<file path="config.mk">
export PLATFORM = sky130hd
export DESIGN_NAME = bir_front
export DESIGN_NICKNAME = d
export VERILOG_FILES = /design/src/design/bir_pkg.sv /design/src/design/bir_front.sv
export SDC_FILE = /design/constraint.sdc
export NUM_CORES = 2
export LEC_CHECK = 0
export BUFFER_PORTS_ARGS = -buffer_cell sky130_fd_sc_hd__buf_4
export CAP_MARGIN = 20
export CORE_MARGIN = 3
export CORE_UTILIZATION = 60
export DETAILED_ROUTE_END_ITERATION = 10
export HOLD_SLACK_MARGIN = 0.02
export PLACE_DENSITY = 0.87
export SLEW_MARGIN = 20
export SYNTH_ARGS = -nofsm -noshare
export SYNTH_HDL_FRONTEND = slang
export SYNTH_SLANG_ARGS = --single-unit
</file>
<file path="constraint.sdc">
create_clock -name i_clk -period 22.5 [get_ports i_clk]
set_input_delay 5.625 -clock i_clk [delete_from_list [all_inputs] [get_ports i_clk]]
set_output_delay 5.625 -clock i_clk [all_outputs]
set_load 0.03 [all_outputs]
</file>
<file path="src/design/bir_pkg.sv">
// ----------------------------------------------------------------------------
// bir_pkg
// Shared types and constants of the bilinear image rotator.
// ----------------------------------------------------------------------------
`default_nettype none

package bir_pkg;

    localparam int MaxRows   = 128;
    localparam int MaxCols   = 128;
    localparam int FracBits  = 14;
    localparam int TrigBits  = 14;
    localparam int RowW      = $clog2(MaxRows);
    localparam int ColW      = $clog2(MaxCols);
    localparam int BankDepth = (MaxRows / 2) * (MaxCols / 2);
    localparam int BankAw    = $clog2(BankDepth);
    // a mapped coordinate: integer part plus fraction, signed, with headroom
    localparam int CoordW    = RowW + ColW + FracBits + 4;

    localparam logic [1:0] RegRows = 2'd0;
    localparam logic [1:0] RegCols = 2'd1;
    localparam logic [1:0] RegCos  = 2'd2;
    localparam logic [1:0] RegSin  = 2'd3;

    localparam logic CmdWrite   = 1'b0;
    localparam logic CmdRequest = 1'b1;

    // item passed from front to back, a pixel write or a mapped request
    typedef struct packed {
        logic                cmd;
        logic [31:0]         wdata;
        logic [RowW-1:0]     row;
        logic [ColW-1:0]     col;
        logic                in_src;
        logic [RowW-1:0]     r0;
        logic [ColW-1:0]     c0;
        logic [FracBits-1:0] fr;
        logic [FracBits-1:0] fc;
    } t_req;

    typedef struct packed {
        logic [RowW-1:0] row;
        logic [ColW-1:0] col;
        logic [7:0]      red;
        logic [7:0]      green;
        logic [7:0]      blue;
        logic [7:0]      alpha;
        logic            in_src;
    } t_res;

endpackage

`default_nettype wire

</file>
<file path="src/design/bir_front.sv">
// ----------------------------------------------------------------------------
// bir_front
// Maps a requested position back into the source image, two stages:
// products, then sums, floor and inside test.
// ----------------------------------------------------------------------------
`default_nettype none

module bir_front (
    input  wire logic                      i_clk,
    input  wire logic                      i_rst_n,
    input  wire logic                      i_valid,
    output logic                           o_stall,
    input  wire logic                      i_cmd,
    input  wire logic [31:0]               i_wdata,
    input  wire logic [bir_pkg::RowW-1:0]  i_row,
    input  wire logic [bir_pkg::ColW-1:0]  i_col,
    input  wire logic [7:0]                i_rows,
    input  wire logic [7:0]                i_cols,
    input  wire logic signed [15:0]        i_cos,
    input  wire logic signed [15:0]        i_sin,
    output logic                           o_valid,
    input  wire logic                      i_stall,
    output bir_pkg::t_req                  o_req
);
    import bir_pkg::*;

    localparam int DW = RowW + FracBits + 2;   // signed offset from centre
    localparam int PW = DW + 16;

    logic [RowW:0] w_rows;
    logic [ColW:0] w_cols;
    logic signed [DW-1:0] w_dr, w_dc;

    logic                 r_v1, r_v2;
    logic                 r_cmd1;
    logic [31:0]          r_wdata1;
    logic [RowW-1:0]      r_row1;
    logic [ColW-1:0]      r_col1;
    logic [RowW:0]        r_rows1;
    logic [ColW:0]        r_cols1;
    logic signed [PW-1:0] r_rc, r_cs, r_cc, r_rs;
    t_req                 r_req;

    logic signed [PW:0]     w_sr, w_sc;
    logic signed [CoordW-1:0] w_xr, w_xc, w_cr, w_cc, w_lr, w_lc;
    logic                   w_in;
    logic                   w_adv2, w_adv1;

    always_comb begin
        // saturate dimensions to 1..max
        if (i_rows == 8'd0) w_rows = (RowW+1)'(1);
        else if (32'(i_rows) > MaxRows) w_rows = (RowW+1)'(MaxRows);
        else w_rows = (RowW+1)'(i_rows);
        if (i_cols == 8'd0) w_cols = (ColW+1)'(1);
        else if (32'(i_cols) > MaxCols) w_cols = (ColW+1)'(MaxCols);
        else w_cols = (ColW+1)'(i_cols);
        w_dr = $signed({2'b00, i_row, {FracBits{1'b0}}})
             - $signed(DW'({w_rows, {(FracBits-1){1'b0}}}));
        w_dc = $signed({2'b00, i_col, {FracBits{1'b0}}})
             - $signed(DW'({w_cols, {(FracBits-1){1'b0}}}));
    end

    assign w_adv2 = !r_v2 || !i_stall;
    assign w_adv1 = !r_v1 || w_adv2;
    assign o_stall = !w_adv1;

    always_ff @(posedge i_clk) begin
        if (!i_rst_n) begin
            r_v1 <= 1'b0;
        end else if (w_adv1) begin
            r_v1 <= i_valid;
        end
        if (w_adv1 && i_valid) begin
            r_cmd1   <= i_cmd;
            r_wdata1 <= i_wdata;
            r_row1   <= i_row;
            r_col1   <= i_col;
            r_rows1  <= w_rows;
            r_cols1  <= w_cols;
            r_rc     <= PW'(w_dr * i_cos);
            r_cs     <= PW'(w_dc * i_sin);
            r_cc     <= PW'(w_dc * i_cos);
            r_rs     <= PW'(w_dr * i_sin);
        end
    end

    always_comb begin
        w_sr = (PW+1)'(r_rc) + (PW+1)'(r_cs);
        w_sc = (PW+1)'(r_cc) - (PW+1)'(r_rs);
        w_cr = CoordW'({r_rows1, {(FracBits-1){1'b0}}});
        w_cc = CoordW'({r_cols1, {(FracBits-1){1'b0}}});
        // arithmetic shift gives floor
        w_xr = CoordW'(w_sr >>> TrigBits) + w_cr;
        w_xc = CoordW'(w_sc >>> TrigBits) + w_cc;
        w_lr = CoordW'({r_rows1 - (RowW+1)'(1), {FracBits{1'b0}}});
        w_lc = CoordW'({r_cols1 - (ColW+1)'(1), {FracBits{1'b0}}});
        w_in = !w_xr[CoordW-1] && !w_xc[CoordW-1] && (w_xr < w_lr) && (w_xc < w_lc);
    end

    always_ff @(posedge i_clk) begin
        if (!i_rst_n) begin
            r_v2 <= 1'b0;
        end else if (w_adv2) begin
            r_v2 <= r_v1;
        end
        if (w_adv2 && r_v1) begin
            r_req.cmd    <= r_cmd1;
            r_req.wdata  <= r_wdata1;
            r_req.row    <= r_row1;
            r_req.col    <= r_col1;
            r_req.in_src <= w_in;
            r_req.r0     <= w_xr[FracBits +: RowW];
            r_req.c0     <= w_xc[FracBits +: ColW];
            r_req.fr     <= w_xr[FracBits-1:0];
            r_req.fc     <= w_xc[FracBits-1:0];
        end
    end

    assign o_valid = r_v2;
    assign o_req   = r_req;

endmodule

`default_nettype wire

</file>
==> out/metrics.yaml <==
status: "finished clean"
drv_cap: 0
io_buffers: 190
clkTransAtPathRegs_ns: 0.06
cts_sinks: 255
yosys.area.top_type_share_pct: 35.7
worstMarginPinSlew_ns: 1.08
ys_ff_latch: 255
synth_common_cells: "inv_1 (864), fa_1 (688), ha_1 (376), and2_1 (324), nand2_1 (317)"
seq_area_sq_um: 7640
slew_headroom_pct: 28.2
clockRootBuffer: "clkbuf_16"
die_h_microns: 259
ys_types: 69
num_vias: 26400
grt_max_degree: 162
cts_tree: "built"
crit_type: "input port to register"
clock.fmax_ghz: 0.0700
yosysMostFrequentCell: "inv_1"
critPathCaptureType: "register"
start_util_pct: 60.9
yosys_warnings: 0
finClkSkew_ns: 0.0256
rr_startpoint: "r_cs[19]"
postCtsHoldBufs: 0
worst-endpoint-arrival_ns: 14.58
grt_pass1_wl_mm: 144
drt_iter0_drc: 1970
crit_required_ns: 22.80
startpoint: "i_rows[6]"
rsz0062_at_grt: "no"
dr.pass1.iters: 5
h-tree-depth: 1
cts_buffers: 28
worst_hold_startpoint: "r_wdata1[15]"
post_synth_instance_area_sq_um: 38500
drc_errors: 0
grt_pass1_vias: 28500
finalCritPeriodShare_pct: 63.5
die_x_microns: 259
syn_nets: 4922
postSynth.asyncResetShare_pct: 0
gp_congestion: 0.897
syn-instance-count: 3759
final_nets: 5061
synthToLayoutAreaGrowth_pct: 8.74
drive_above_1_share_pct: 7.53
setup_viol: 0
filler_cell_count: 4688
dp.final_hpwl_mm: 68.2
syn_area_per_cell_sq_um: 10.2
core.rowCount: 92
multiInputGateArea_sq_um: 27400
clockBufferDepth: 3
synth_ff_type: "edfxtp_1"
hold_class: "register to register"
num_io_pins: 191
cts_resized: 0
synth_edf_count: 253
yosysSeqAreaShare_pct: 19.8
fin_tns_setup_ns: 0
synthTopCellsByArea: "fa_1 (36%), edfxtp_1 (20%), ha_1 (12%)"
setup.worst_path.start_class: "input port"
viasPerCell: 5.54
drt_wl_total_mm: 86.2
wl_per_cell_microns: 18.1
post-route-min-period_ns: 14.28
hold_viol_final: 0
final_max_slew_viol_count: 0
core_area_sq_um: 63300
cp_slowest_stage_delay_ns: 0.66
slowest_stage: "fa_1"
postCtsSetupBuffers: 0
yosys.area.top_type: "fa_1"
grt-ovfl-total: 0
die_area_sq_um: 67300
clk_latency_ns: 0.58
cpMostUsedCell: "fa_1"
crit_fanout: 34
antenna_left: 0
antenna_found_initial: 6
grt.total_usage_pct: 26.9
-- layout make-up --
cell class / instances / share of cell area [%]
multi-input cells: 2537 / 65.4
flip-flops and latches: 255 / 18.2
inverters: 866 / 7.76
repair buffers: 210 / 3.79
well taps: 846 / 2.53
clock buffers: 32 / 1.71
clock inverters: 20 / 0.606
diodes: 4 / 0.0239
-- per-layer routing --
layer  wire (microns)  GRT usage, %  vias to the layer above
met5               27             0                        -
met4             4100          11.6                        4
met3             7060          4.44                      210
met2            41800          44.9                     1064
met1            33300          35.0                    13300
li1                 -             -                    11900
-- through the flow --
stage               setup WS [ns]  instances  hold WS, ns  util [%]  area [sq um]
global placement             8.05       4714        0.400      64.6         40900
global route                 7.67       4768        0.418      66.2         41900
finish                       8.22       4770        0.416      66.2         41900
floorplan                    8.71       3759        0.400         -         38500
detailed placement           7.75       4714        0.405      64.6         40900
CTS                          8.30       4766        0.416      66.2         41900
-- worst max-delay path, delay by kind of cell --
| family | cells | cell delay, ns |
|---|---|---|
| AOI/OAI and AO/OA | 12 | 2.27 |
| xor gates and xnor gates | 3 | 0.88 |
| adders and majority gates | 7 | 3.48 |
| buffers and inverters | 4 | 1.05 |
| and+or+nand+nor | 6 | 1.22 |
-- worst paths after layout --
kind | to | slack [ns] | cells after the start
worst max register to register | o_req[42] | 17.04 | 21
worst min register to register | o_req[72] | 0.42 | 0
worst min-delay path | o_req[72] | 0.42 | 0
worst max-delay path | r_rc[37] | 8.22 | 32
-- registers in the layout, indices dropped and copies added, names as in the netlist --
| name | flops |
|---|---|
| r_rows1 | 8 |
| r_rs | 25 |
| r_v1 | 1 |
| r_cs | 25 |
| r_col1 | 7 |
| r_rc | 25 |
| r_cols1 | 8 |
| r_row1 | 7 |
| o_valid | 1 |
| o_req | 90 |
| r_cc | 25 |
| r_cmd1 | 1 |
| r_wdata1 | 32 |
-- cell usage in the layout (no fill, tap or decap), types with 7 or more instances in the layout --
cell type	instances
a31oi_1	9
nand4_1	8
o21a_1	25
xnor2_1	168
clkbuf_16	28
inv_1	864
xor2_1	44
edfxtp_1	253
a21o_1	60
o21bai_1	25
nor2_1	102
and3_1	12
ha_1	376
xnor2_2	7
buf_4	209
and2_1	324
nand2_1	317
fa_1	688
o21ai_0	53
a21oi_1	120
nand2b_1	11
nand3_1	25
nor2b_1	21
nor3_1	34
-- logic make-up (layout without fill, tap and decap cells) --
kind of cell	count (synthesis)	after routing	share of synthesized area [%]
simple gates	887	887	11.5
fa+ha+maj	1068	1068	48.1
other cells	0	4	0
flops	255	255	19.8
buf+inv	967	1128	9.42
compound gates	352	352	5.89
xor+xnor	225	225	5.13
mux	5	5	0.133
Power is not shown: default switching activity piles up to over one toggle a cycle in this logic, so the estimate is an artifact.
