===== src/design/bir_pkg.sv =====
// ----------------------------------------------------------------------------
// bir_pkg
// Shared types and constants of the bilinear image rotator.
// ----------------------------------------------------------------------------
`default_nettype none

package bir_pkg;

    localparam int MaxRows   = 128;
    localparam int MaxCols   = 128;
    localparam int FracBits  = 14;
    localparam int TrigBits  = 14;
    localparam int RowW      = $clog2(MaxRows);
    localparam int ColW      = $clog2(MaxCols);
    localparam int BankDepth = (MaxRows / 2) * (MaxCols / 2);
    localparam int BankAw    = $clog2(BankDepth);
    // a mapped coordinate: integer part plus fraction, signed, with headroom
    localparam int CoordW    = RowW + ColW + FracBits + 4;

    localparam logic [1:0] RegRows = 2'd0;
    localparam logic [1:0] RegCols = 2'd1;
    localparam logic [1:0] RegCos  = 2'd2;
    localparam logic [1:0] RegSin  = 2'd3;

    localparam logic CmdWrite   = 1'b0;
    localparam logic CmdRequest = 1'b1;

    // item passed from front to back, a pixel write or a mapped request
    typedef struct packed {
        logic                cmd;
        logic [31:0]         wdata;
        logic [RowW-1:0]     row;
        logic [ColW-1:0]     col;
        logic                in_src;
        logic [RowW-1:0]     r0;
        logic [ColW-1:0]     c0;
        logic [FracBits-1:0] fr;
        logic [FracBits-1:0] fc;
    } t_req;

    typedef struct packed {
        logic [RowW-1:0] row;
        logic [ColW-1:0] col;
        logic [7:0]      red;
        logic [7:0]      green;
        logic [7:0]      blue;
        logic [7:0]      alpha;
        logic            in_src;
    } t_res;

endpackage

`default_nettype wire


===== src/design/bir_queue.sv =====
// ----------------------------------------------------------------------------
// bir_queue
// Two-entry queue between the mapping front and the blending back.
// ----------------------------------------------------------------------------
`default_nettype none

module bir_queue (
    input  wire logic           i_clk,
    input  wire logic           i_rst_n,
    input  wire logic           i_valid,
    output logic                o_stall,
    input  wire bir_pkg::t_req  i_req,
    output logic                o_valid,
    input  wire logic           i_stall,
    output bir_pkg::t_req       o_req
);
    import bir_pkg::*;

    t_req       r_q [2];
    logic       r_wp, r_rp;
    logic [1:0] r_cnt;
    logic       w_push, w_pop;

    assign o_stall = (r_cnt == 2'd2);
    assign o_valid = (r_cnt != 2'd0);
    assign o_req   = r_q[r_rp];
    assign w_push  = i_valid && !o_stall;
    assign w_pop   = o_valid && !i_stall;

    always_ff @(posedge i_clk) begin
        if (!i_rst_n) begin
            r_wp  <= 1'b0;
            r_rp  <= 1'b0;
            r_cnt <= 2'd0;
        end else begin
            if (w_push) r_wp <= !r_wp;
            if (w_pop)  r_rp <= !r_rp;
            r_cnt <= r_cnt + 2'(w_push) - 2'(w_pop);
        end
        if (w_push) r_q[r_wp] <= i_req;
    end

endmodule

`default_nettype wire


===== config.mk =====
export PLATFORM = sky130hd
export DESIGN_NAME = bir_queue
export DESIGN_NICKNAME = d
export VERILOG_FILES = /design/src/design/bir_pkg.sv /design/src/design/bir_queue.sv
export SDC_FILE = /design/constraint.sdc
export NUM_CORES = 1
export LEC_CHECK = 0
export BUFFER_PORTS_ARGS = -buffer_cell sky130_fd_sc_hd__clkbuf_2
export CAP_MARGIN = 20
export CORE_MARGIN = 4
export CORE_UTILIZATION = 55
export CTS_BUF_LIST = sky130_fd_sc_hd__clkbuf_4 sky130_fd_sc_hd__clkbuf_8
export DETAILED_ROUTE_END_ITERATION = 10
export PLACE_DENSITY = 0.83
export SLEW_MARGIN = 20
export SYNTH_ARGS = -nofsm -noshare
export SYNTH_HDL_FRONTEND = slang
export SYNTH_SLANG_ARGS = --single-unit

===== constraint.sdc =====
create_clock -name i_clk -period 10.4 [get_ports i_clk]
set_input_delay 0.52 -clock i_clk [delete_from_list [all_inputs] [get_ports i_clk]]
set_output_delay 0.52 -clock i_clk [all_outputs]
set_load 0.01 [all_outputs]

==> impl_metrics.tcl, run 1 <==
set metrics [dict create \
    regToRegEndpoint "r_q[1][22]" \
    hold_viol 0 \
    clkPwrFrac 0.262 \
    syn_area_sq_um 6800 \
    cp.required_ps 9880 \
    end_kind "output port" \
    hpwlAfterDp_mm 8.30 \
    start_util 0.564 \
    cts_hold_buf 0 \
    cp_slowest_stage_delay_ps 680 \
    powerDensity_nw_per_um2 229 \
    ys_seq_area_frac 0.810 \
    worstSetupEndpoint "o_req[63]" \
    grt_pass1_wl_mm 19.3 \
    dpl-instance-area_sq_um 7870 \
    yosysWarnings 0 \
    htreeDepth 4 \
    cpMaxStageDelayCell "dfxtp_4" \
    drive_gt1_frac 0.609 \
    ys.flop_type "edfxtp_1" \
    cts-root-buf "clkbuf_8" \
    netlist.area_leader.share 0.795 \
    path_clk_slew_ps 90 \
    core_region_area_sq_um 12100 \
    combPwrFrac 0.225 \
    critical_path_class "reg -> out" \
    path_depth 3 \
    fin_area_sq_um 8300 \
    r2r_start "r_cnt[0]" \
    syn_avg_cell_area_sq_um 22.2 \
    relSlewSlack 0.436 \
    clk_path_buf_depth 2 \
    synth_edf_count 180 \
    num_io_pins 186 \
    cap_violations 0 \
    drt_iter0_drc 246 \
    ys_ff_latch 185 \
    power.switching_uw 492 \
    ir_drop_v 0.000210 \
    ff2ff_path_depth 3 \
    setup_viol 0 \
    post_cts.repair.setup_buffers 0 \
    status "finished clean" \
    die_x_microns 119 \
    worstPathArrival_ps 2020 \
    startpoint_type "flop" \
    firstDrtPassIters 6 \
    cts_sinks 185 \
    antenna_found_initial 0 \
    rsz0062_at_grt "no" \
    power.switching_fraction 0.259 \
    critical-path-top-delay-family "flip-flops" \
    seqCellArea_sq_um 5510 \
    yosysMostFrequentCell "edfxtp_1" \
    first_global_vias 3686 \
    drc_errors 0 \
    hold_path.class "in -> reg" \
    multi_input_area_sq_um 1170 \
    async_reset_ff_frac 0 \
    grt_max_degree 91 \
    finClkSkew_ps 9.08 \
    n_antenna_cell 0 \
    p_leak_uw 0.00316 \
    die_height_microns 119 \
    fillCellCount 771 \
    yosys.area.top_type "edfxtp_1" \
    gr-total-overflow 0 \
    holdWs_ps 266 \
    layout_min_cycle_time_ps 2540 \
    cts_tree "yes" \
    cts_buffers 17 \
    rows 40 \
    reg2reg_slack_ps 8240 \
    worst_pin_slew_ps 847 \
    area_growth_syn_to_layout_pct 22.1 \
    post_cts_resized 0 \
    synth_area_leaders "edfxtp_1, mux2_2, dfxtp_1" \
    die_area_sq_um 14200 \
    cp_max_fo 54 \
    netlist-cell-type-count 18 \
    track_usage 0.178 \
    vias 3445 \
    clock_latency_ps 440 \
    numPortBuffers 185 \
    ys_top_cells_by_count "edfxtp_1, mux2_2, clkbuf_8" \
    max_freq_mhz 393 \
    critical_path.cell_chain "buf_16 > mux2_2 > clkbuf_2" \
    syn_nets 402 \
    p_seq_frac 0.513 \
    fin_tns_setup_ps 0 \
    synth_cells 306 \
    routedWlPerCell_microns 17.8 \
    ant_nets 0 \
    totalWireLength_mm 12.2 \
    fin_nets 599 \
    worst-path-buf-inv 2 \
    fin_crit_sh 0.245 \
    finalMaxSlewViolations 0 \
    routabilityCongestion 0.740 \
    vias_per_cell 5.04 \
    intPower_uw 1410 \
]
power groups by stage:
stage               sequential (uW)  combinational (uW)  clock [uW]
floorplan                       979                 298           0
global placement               1010                 395           0
detailed placement              996                 433           0
CTS                             979                 436         509
global route                    986                 461         545
finish                          976                 428         497
layout make-up:
type	instances	area share
Clock inverter	8	0.0142
Clock buffer	24	0.0375
Tap cell	168	0.0253
Inverter	2	0.000905
Multi-Input combinational cell	109	0.141
Sequential cell	185	0.664
Timing Repair Buffer	188	0.117
cells by family (layout without fill, tap and decap cells):
| kind of cell | after synthesis | count (layout) | share of synthesized area |
|---|---|---|---|
| adders and majority gates | 2 | 2 | 0.00368 |
| buffers and inverters | 12 | 222 | 0.0199 |
| xor gates and xnor gates | 2 | 2 | 0.00258 |
| muxes | 93 | 93 | 0.153 |
| DFF | 185 | 185 | 0.810 |
| and+or+nand+nor | 12 | 12 | 0.0107 |
routing by layer:
layer / vias to the layer above / GRT usage / share of wire
met2: 150 / 0.292 / 0.50
met4: 0 / 0.0652 / 0.017
li1: 1599 / - / -
met3: 19 / 0.0684 / 0.088
met5: - / 0 / 0
met1: 1677 / 0.214 / 0.40
worst min path at each step:
stage | end | start | cells past startpoint
2_1_floorplan | flop | r_rp | 2
3_3_place_gp | flop | r_rp | 2
3_5_place_dp | r_rp | r_rp | 2
4_1_cts | r_q[0][72] | i_req[72] | 1
5_1_grt | r_q[1][77] | i_req[77] | 1
6_report | r_q[1][72] | i_req[72] | 1
flip-flops by register name, indices dropped and copies added (netlist names), named ones only:
signal  count
r_rp        1
r_wp        1
r_q       180
r_cnt       2
stage by stage:
stage	setup slack, ps	utilization	power [uW]	instances
6_report	7860	0.688	1900	684
2_1_floorplan	5500	-	1280	306
4_1_cts	7810	0.688	1920	684
3_3_place_gp	8140	0.650	1410	651
5_1_grt	7740	0.688	1990	684
3_5_place_dp	8130	0.652	1430	652
placed cells by master, fill, tap and decap left out, drive strengths merged, types with 2 or more instances in the layout:
cell type,n
inv,2
clkbuf,209
nand2b,3
bufinv,3
edfxtp,180
dfxtp,5
mux2,90
nor2b,2
nand2,3
mux2i,3
clkinv,4
buf,3
ha,2
(Power assumes the default switching activity.)
==> run 2, diff against run 1 <==
--- a/config.mk
+++ b/config.mk
@@ -5,13 +5,14 @@
 export SDC_FILE = /design/constraint.sdc
 export NUM_CORES = 1
 export LEC_CHECK = 0
+export ABC_AREA = 1
 export BUFFER_PORTS_ARGS = -buffer_cell sky130_fd_sc_hd__clkbuf_2
 export CAP_MARGIN = 20
 export CORE_MARGIN = 4
-export CORE_UTILIZATION = 55
+export CORE_UTILIZATION = 49
 export CTS_BUF_LIST = sky130_fd_sc_hd__clkbuf_4 sky130_fd_sc_hd__clkbuf_8
 export DETAILED_ROUTE_END_ITERATION = 10
-export PLACE_DENSITY = 0.83
+export PLACE_DENSITY = 0.78
 export SLEW_MARGIN = 20
 export SYNTH_ARGS = -nofsm -noshare
 export SYNTH_HDL_FRONTEND = slang
==> constraint.sdc (replaced) <==
create_clock -name i_clk -period 2.3 [get_ports i_clk]
set_input_delay 0.115 -clock i_clk [delete_from_list [all_inputs] [get_ports i_clk]]
set_output_delay 0.115 -clock i_clk [all_outputs]
set_load 0.01 [all_outputs]
==> run 2 against run 1 <==
Net effect:
- area after synthesis grew 5.8%
- synthesized cell count grew 3.6%
- global-route usage shrank 1.2 points
- combinational power rose to 6.2 times the previous value
- die area rose by 17%
- cell count is 18% higher
- non-clock buffer count is 98 higher
- flip-flop and latch count unchanged
- hold slack worse by 190 ps
- sequential share of layout area fell by 9.0 points
- largest cell class unchanged
==> impl_metrics.tcl, run 2 <==
set metrics [dict create \
    netlist.area_leader.share 0.752 \
    async_reset_ff_frac 0 \
    p_total_uw 9160 \
    fillCellCount 975 \
    worst_pin_slew_ps 413 \
    critical-path-top-delay-family "buffers and inverters" \
    cts_tree "yes" \
    power.switching_fraction 0.279 \
    die_x_microns 129 \
    finClkSkew_ps 13.8 \
    firstDrtPassIters 4 \
    ys.flop_type "edfxtp_1" \
    hold_viol 0 \
    hpwlAfterDp_mm 8.81 \
    layout_min_cycle_time_ps 1780 \
    syn_nets 413 \
    grt_pass1_wl_mm 20.8 \
    p_leak_uw 0.00387 \
    status "finished clean" \
    syn_avg_cell_area_sq_um 22.7 \
    core_region_area_sq_um 14500 \
    die_height_microns 129 \
    hold_path.class "in -> reg" \
    ff2ff_path_depth 5 \
    multi_input_area_sq_um 1480 \
    htreeDepth 4 \
    drt_iter0_drc 177 \
    fin_nets 708 \
    end_kind "output port" \
    cp.required_ps 2180 \
    cts_hold_buf 92 \
    intPower_uw 6600 \
    combPwrFrac 0.292 \
    num_io_pins 186 \
    routabilityCongestion 0.707 \
    top_regs "r_q: 180 flops, r_cnt: 2 flops" \
    synth_area_leaders "edfxtp_1, mux2_4, buf_12" \
    worst-path-buf-inv 2 \
    area_growth_syn_to_layout_pct 33.6 \
    die_area_sq_um 16700 \
    cp_slowest_stage_delay_ps 380 \
    post_cts_resized 0 \
    path_clk_slew_ps 80 \
    clk_path_buf_depth 2 \
    largest_reg_flops 180 \
    critical_path.cell_chain "buf_12 > mux2_4 > clkbuf_2" \
    clkPwrFrac 0.228 \
    totalWireLength_mm 13.8 \
    cp_max_fo 44 \
    yosysWarnings 0 \
    setup_slack_ps 517 \
    syn_area_sq_um 7190 \
    holdWs_ps 72.8 \
    fin_tns_setup_ps 0 \
    most-common-layout-cells "clkbuf_2, edfxtp_1, dlygate4sd3_1" \
    synth_cells 317 \
    fin_crit_sh 0.775 \
    ys_seq_area_frac 0.765 \
    cpMaxStageDelayCell "dfxtp_4" \
    drive_gt1_frac 0.510 \
    cts_buffers 17 \
    n_antenna_cell 0 \
    dp_slack_ps 743 \
    antenna_found_initial 0 \
    powerDensity_nw_per_um2 953 \
    vias 3808 \
    gr-total-overflow 0 \
    post_cts.repair.setup_buffers 0 \
    largest-register "r_q" \
    cap_violations 0 \
    fin_util 0.664 \
    start_util 0.497 \
    routedWlPerCell_microns 17.1 \
    p_seq_frac 0.480 \
    netlist-cell-type-count 11 \
    path_depth 3 \
    seqCellArea_sq_um 5510 \
    critical_path_class "reg -> out" \
    setup_viol 0 \
    vias_per_cell 4.72 \
    ys_top_cells_by_count "edfxtp_1, mux2_4, buf_12, nand2_1" \
    yosysMostFrequentCell "edfxtp_1" \
    track_usage 0.166 \
    ir_drop_v 0.000546 \
    cts-root-buf "clkbuf_8" \
    final_common_cell "clkbuf_2" \
    startpoint_type "flop" \
    max_freq_mhz 561 \
    yosys.area.top_type "edfxtp_1" \
    whs_path_depth 5 \
    finalMaxSlewViolations 0 \
    worstPathArrival_ps 1670 \
    ant_nets 0 \
    grt_max_degree 61 \
    power.switching_uw 2560 \
    relSlewSlack 0.724 \
    synth_edf_count 180 \
    drc_errors 0 \
    clock_latency_ps 460 \
    first_global_vias 4123 \
    numPortBuffers 185 \
    rows 44 \
    ys_ff_latch 185 \
    rsz0062_at_grt "no" \
    cts_sinks 185 \
]
## run 2: per-stage QoR
stage	cells	area, sq um
6_report	807	9610
5_1_grt	807	9610
4_1_cts	807	9610
3_5_place_dp	685	8310
3_3_place_gp	685	8310
2_1_floorplan	317	7210
## run 2: cell type report
class,instances,share of cell area
clock inverter,13,0.0152
timing repair buffer,286,0.206
clock buffer,17,0.0243
tap,184,0.0240
inverter,8,0.00352
sequential,185,0.573
multi-input combinational,114,0.154
## run 2: power by group through the flow
stage / sequential (uW) / combinational (uW) / clock (uW)
6_report: 4400 / 2670 / 2090
5_1_grt: 4440 / 2840 / 2300
4_1_cts: 4400 / 2710 / 2130
3_5_place_dp: 4480 / 2570 / 0
3_3_place_gp: 4440 / 2530 / 0
2_1_floorplan: 4440 / 1840 / 0
## run 2: logic make-up after synthesis
| kind of cell | after synthesis | share of synthesized area |
|---|---|---|
| flip-flops | 185 | 0.765 |
| multiplexers | 90 | 0.188 |
| AND/OR/NAND/NOR | 20 | 0.0110 |
| buffers and inverters | 18 | 0.0308 |
| AO/OA/AOI/OAI | 2 | 0.00139 |
| adder cells (fa/ha/maj) | 2 | 0.00348 |
## run 2: worst min-delay path, delay by kind of cell
kind / cells / cell delay, ps
simple gates: 3 / 200
buf+inv: 2 / 160
## run 2: routing by layer
layer	vias up	part of all wire	global-route usage
met1	1848	0.38	0.183
li1	1823	-	-
met5	-	0	0
met3	23	0.052	0.0392
met2	114	0.55	0.305
met4	0	0.019	0.0735
## run 2: final timing paths
kind / start / to / slack, ps
worst min register to register: r_rp / r_rp / 520
worst max register to register: r_cnt[0] / r_q[0][74] / 750
worst max-delay path: flop / o_req[10] / 520
worst min-delay path: i_stall / r_rp / 70
==> run 3, diff against run 2 <==
==> constraint.sdc (replaced) <==
create_clock -name i_clk -period 1.6 [get_ports i_clk]
set_input_delay 0.08 -clock i_clk [delete_from_list [all_inputs] [get_ports i_clk]]
set_output_delay 0.08 -clock i_clk [all_outputs]
set_load 0.01 [all_outputs]
==> run 3 against run 2 <==
Net effect:
- the run now ends with setup timing left
- sequential power grew 44%
- clock power grew 36%
- non-clock buffer count grew 12
- worst setup slack lost 610 ps
- sequential share of layout area shrank 3.2 points
==> impl_metrics.tcl, run 3 (same netlist as run 2, synthesis figures left out) <==
set metrics [dict create \
    routedWlPerCell_microns 18.4 \
    whs_path_depth 2 \
    fin_crit_sh 1.06 \
    regToRegEndpoint "r_cnt[1]" \
    worst_pin_slew_ps 273 \
    max_freq_mhz 589 \
    routabilityCongestion 0.731 \
    ff2ff_path_depth 11 \
    status "complete, but fails checks" \
    start_util 0.497 \
    die_x_microns 129 \
    hold_path.class "in -> reg" \
    relSlewSlack 0.818 \
    r2r_start "r_cnt[0]" \
    largest_reg_flops 180 \
    dp_slack_ps 124 \
    cts_sinks 185 \
    cts_tree "yes" \
    firstDrtPassIters 4 \
    clkPwrFrac 0.201 \
    powerDensity_nw_per_um2 1380 \
    finClkSkew_ps 11.7 \
    core_region_area_sq_um 14500 \
    cp_max_fo 7 \
    first_global_vias 4287 \
    n_antenna_cell 0 \
    vias_per_cell 4.86 \
    hold_path_end "r_q[0][77]" \
    rsz0062_at_grt "yes" \
    top_regs "r_q: 180 flops, r_cnt: 2 flops" \
    finalMaxSlewViolations 0 \
    intPower_uw 10100 \
    most-common-layout-cells "edfxtp_1, clkbuf_2, dlygate4sd3_1" \
    use_met2 0.310 \
    gr-total-overflow 0 \
    vias 3987 \
    power.switching_fraction 0.281 \
    clock_latency_ps 450 \
    clk_path_buf_depth 2 \
    grt-busiest-layer "met2" \
    ant_nets 0 \
    p_leak_uw 0.00407 \
    track_usage 0.172 \
    numPortBuffers 185 \
    die_area_sq_um 16700 \
    cp.required_ps 1520 \
    final_common_cell "edfxtp_1" \
    layout_min_cycle_time_ps 1700 \
    end_kind "output port" \
    num_io_pins 186 \
    drt_iter0_drc 179 \
    cts-root-buf "clkbuf_8" \
    setup_slack_ps -96.5 \
    p_seq_frac 0.451 \
    violations "setup timing" \
    grt_pass1_wl_mm 21.6 \
    fin_nets 720 \
    seqCellArea_sq_um 5510 \
    drc_errors 0 \
    holdWs_ps 350 \
    drive_gt1_frac 0.529 \
    ir_drop_v 0.000773 \
    startpoint_type "flop" \
    die_height_microns 129 \
    antenna_found_initial 0 \
    setup_viol 87 \
    met3_usage 0.0589 \
    combPwrFrac 0.348 \
    worstPathArrival_ps 1620 \
    grt_max_degree 48 \
    hold_viol 0 \
    totalWireLength_mm 15.1 \
    power.switching_uw 3960 \
    hold_start "i_req[77]" \
    fillCellCount 886 \
    critical_path_class "reg -> out" \
    reg2reg_slack_ps 100 \
    area_growth_syn_to_layout_pct 41.7 \
    hpwlAfterDp_mm 8.39 \
    rows 44 \
    multi_input_area_sq_um 1510 \
    path_clk_slew_ps 100 \
    cap_violations 0 \
    grtUsageMet1 0.189 \
    cts_buffers 17 \
    htreeDepth 4 \
    largest-register "r_q" \
]
==> run 3: cell types whose count changed in the layout (fill, tap and decap cells not counted), moves of 2 or more <==
cell,change
buf_6,+45
inv_2,+2
clkbuf_16,+3
buf_12,+3
buf_4,-2
clkbuf_2,-45
inv_1,-2
clkinv_2,+2
buf_16,+5
==> run 3: how the worst max path moves through the flow <==
stage,to,slack [ps],startpoint
2_1_floorplan,r_q[0][0],-670,r_cnt[0]
3_3_place_gp,r_cnt[1],200,r_cnt[0]
3_5_place_dp,r_cnt[1],120,r_cnt[0]
4_1_cts,o_req[48],-150,flop
5_1_grt,o_req[33],-170,flop
6_report,o_req[72],-100,flop
==> run 3: per-layer routing <==
metal	up-vias	part of all wire	routed length [microns]
li1	1848	-	-
met5	-	0	0
met2	154	0.55	8350
met1	1957	0.36	5500
met4	0	0.018	279
met3	28	0.064	974
==> run 3: area by class of cell <==
type | instances | area share
Sequential cell | 185 | 0.541
Tap cell | 184 | 0.0226
Clock inverter | 15 | 0.0124
Clock buffer | 17 | 0.0230
Inverter | 8 | 0.00332
Timing Repair Buffer | 298 | 0.250
Multi-Input combinational cell | 114 | 0.148
==> run 3: power by group through the flow <==
stage	combinational [uW]	clock, uW	sequential (uW)
6_report	4900	2840	6350
5_1_grt	5190	3140	6400
3_3_place_gp	3640	0	6390
2_1_floorplan	2650	0	6400
4_1_cts	4160	2900	6330
3_5_place_dp	3700	0	6450
==> run 3: critical path, stage by stage, from the launching register on <==
cell       delay [ps]
dfxtp_4           420
buf_12            150
clkbuf_16         170
mux2_4            310
buf_6             120
==> run 3: metrics by stage <==
| stage | instances | power (uW) | setup TNS (ps) | utilization | instance area (sq um) |
|---|---|---|---|---|---|
| floorplan | 317 | 9050 | -116210 | - | 7220 |
| global placement | 684 | 10000 | 0 | 0.575 | 8320 |
| detailed placement | 684 | 10100 | 0 | 0.575 | 8320 |
| CTS | 814 | 13400 | -10410 | 0.674 | 9750 |
| global route | 821 | 14700 | -11430 | 0.704 | 10200 |
| finish | 821 | 14100 | -5100 | 0.704 | 10200 |
==> run 3: timing repair <==
action | CTS | global route
setup buffers | 2 | 2
endpoints found under the setup margin | 90 | 91
gates resized for setup | 8 | 100
hold buffers | 93 | 0
cloned | 3 | 5
endpoints found under the hold margin | 185 | 0
pin swaps | 0 | 1
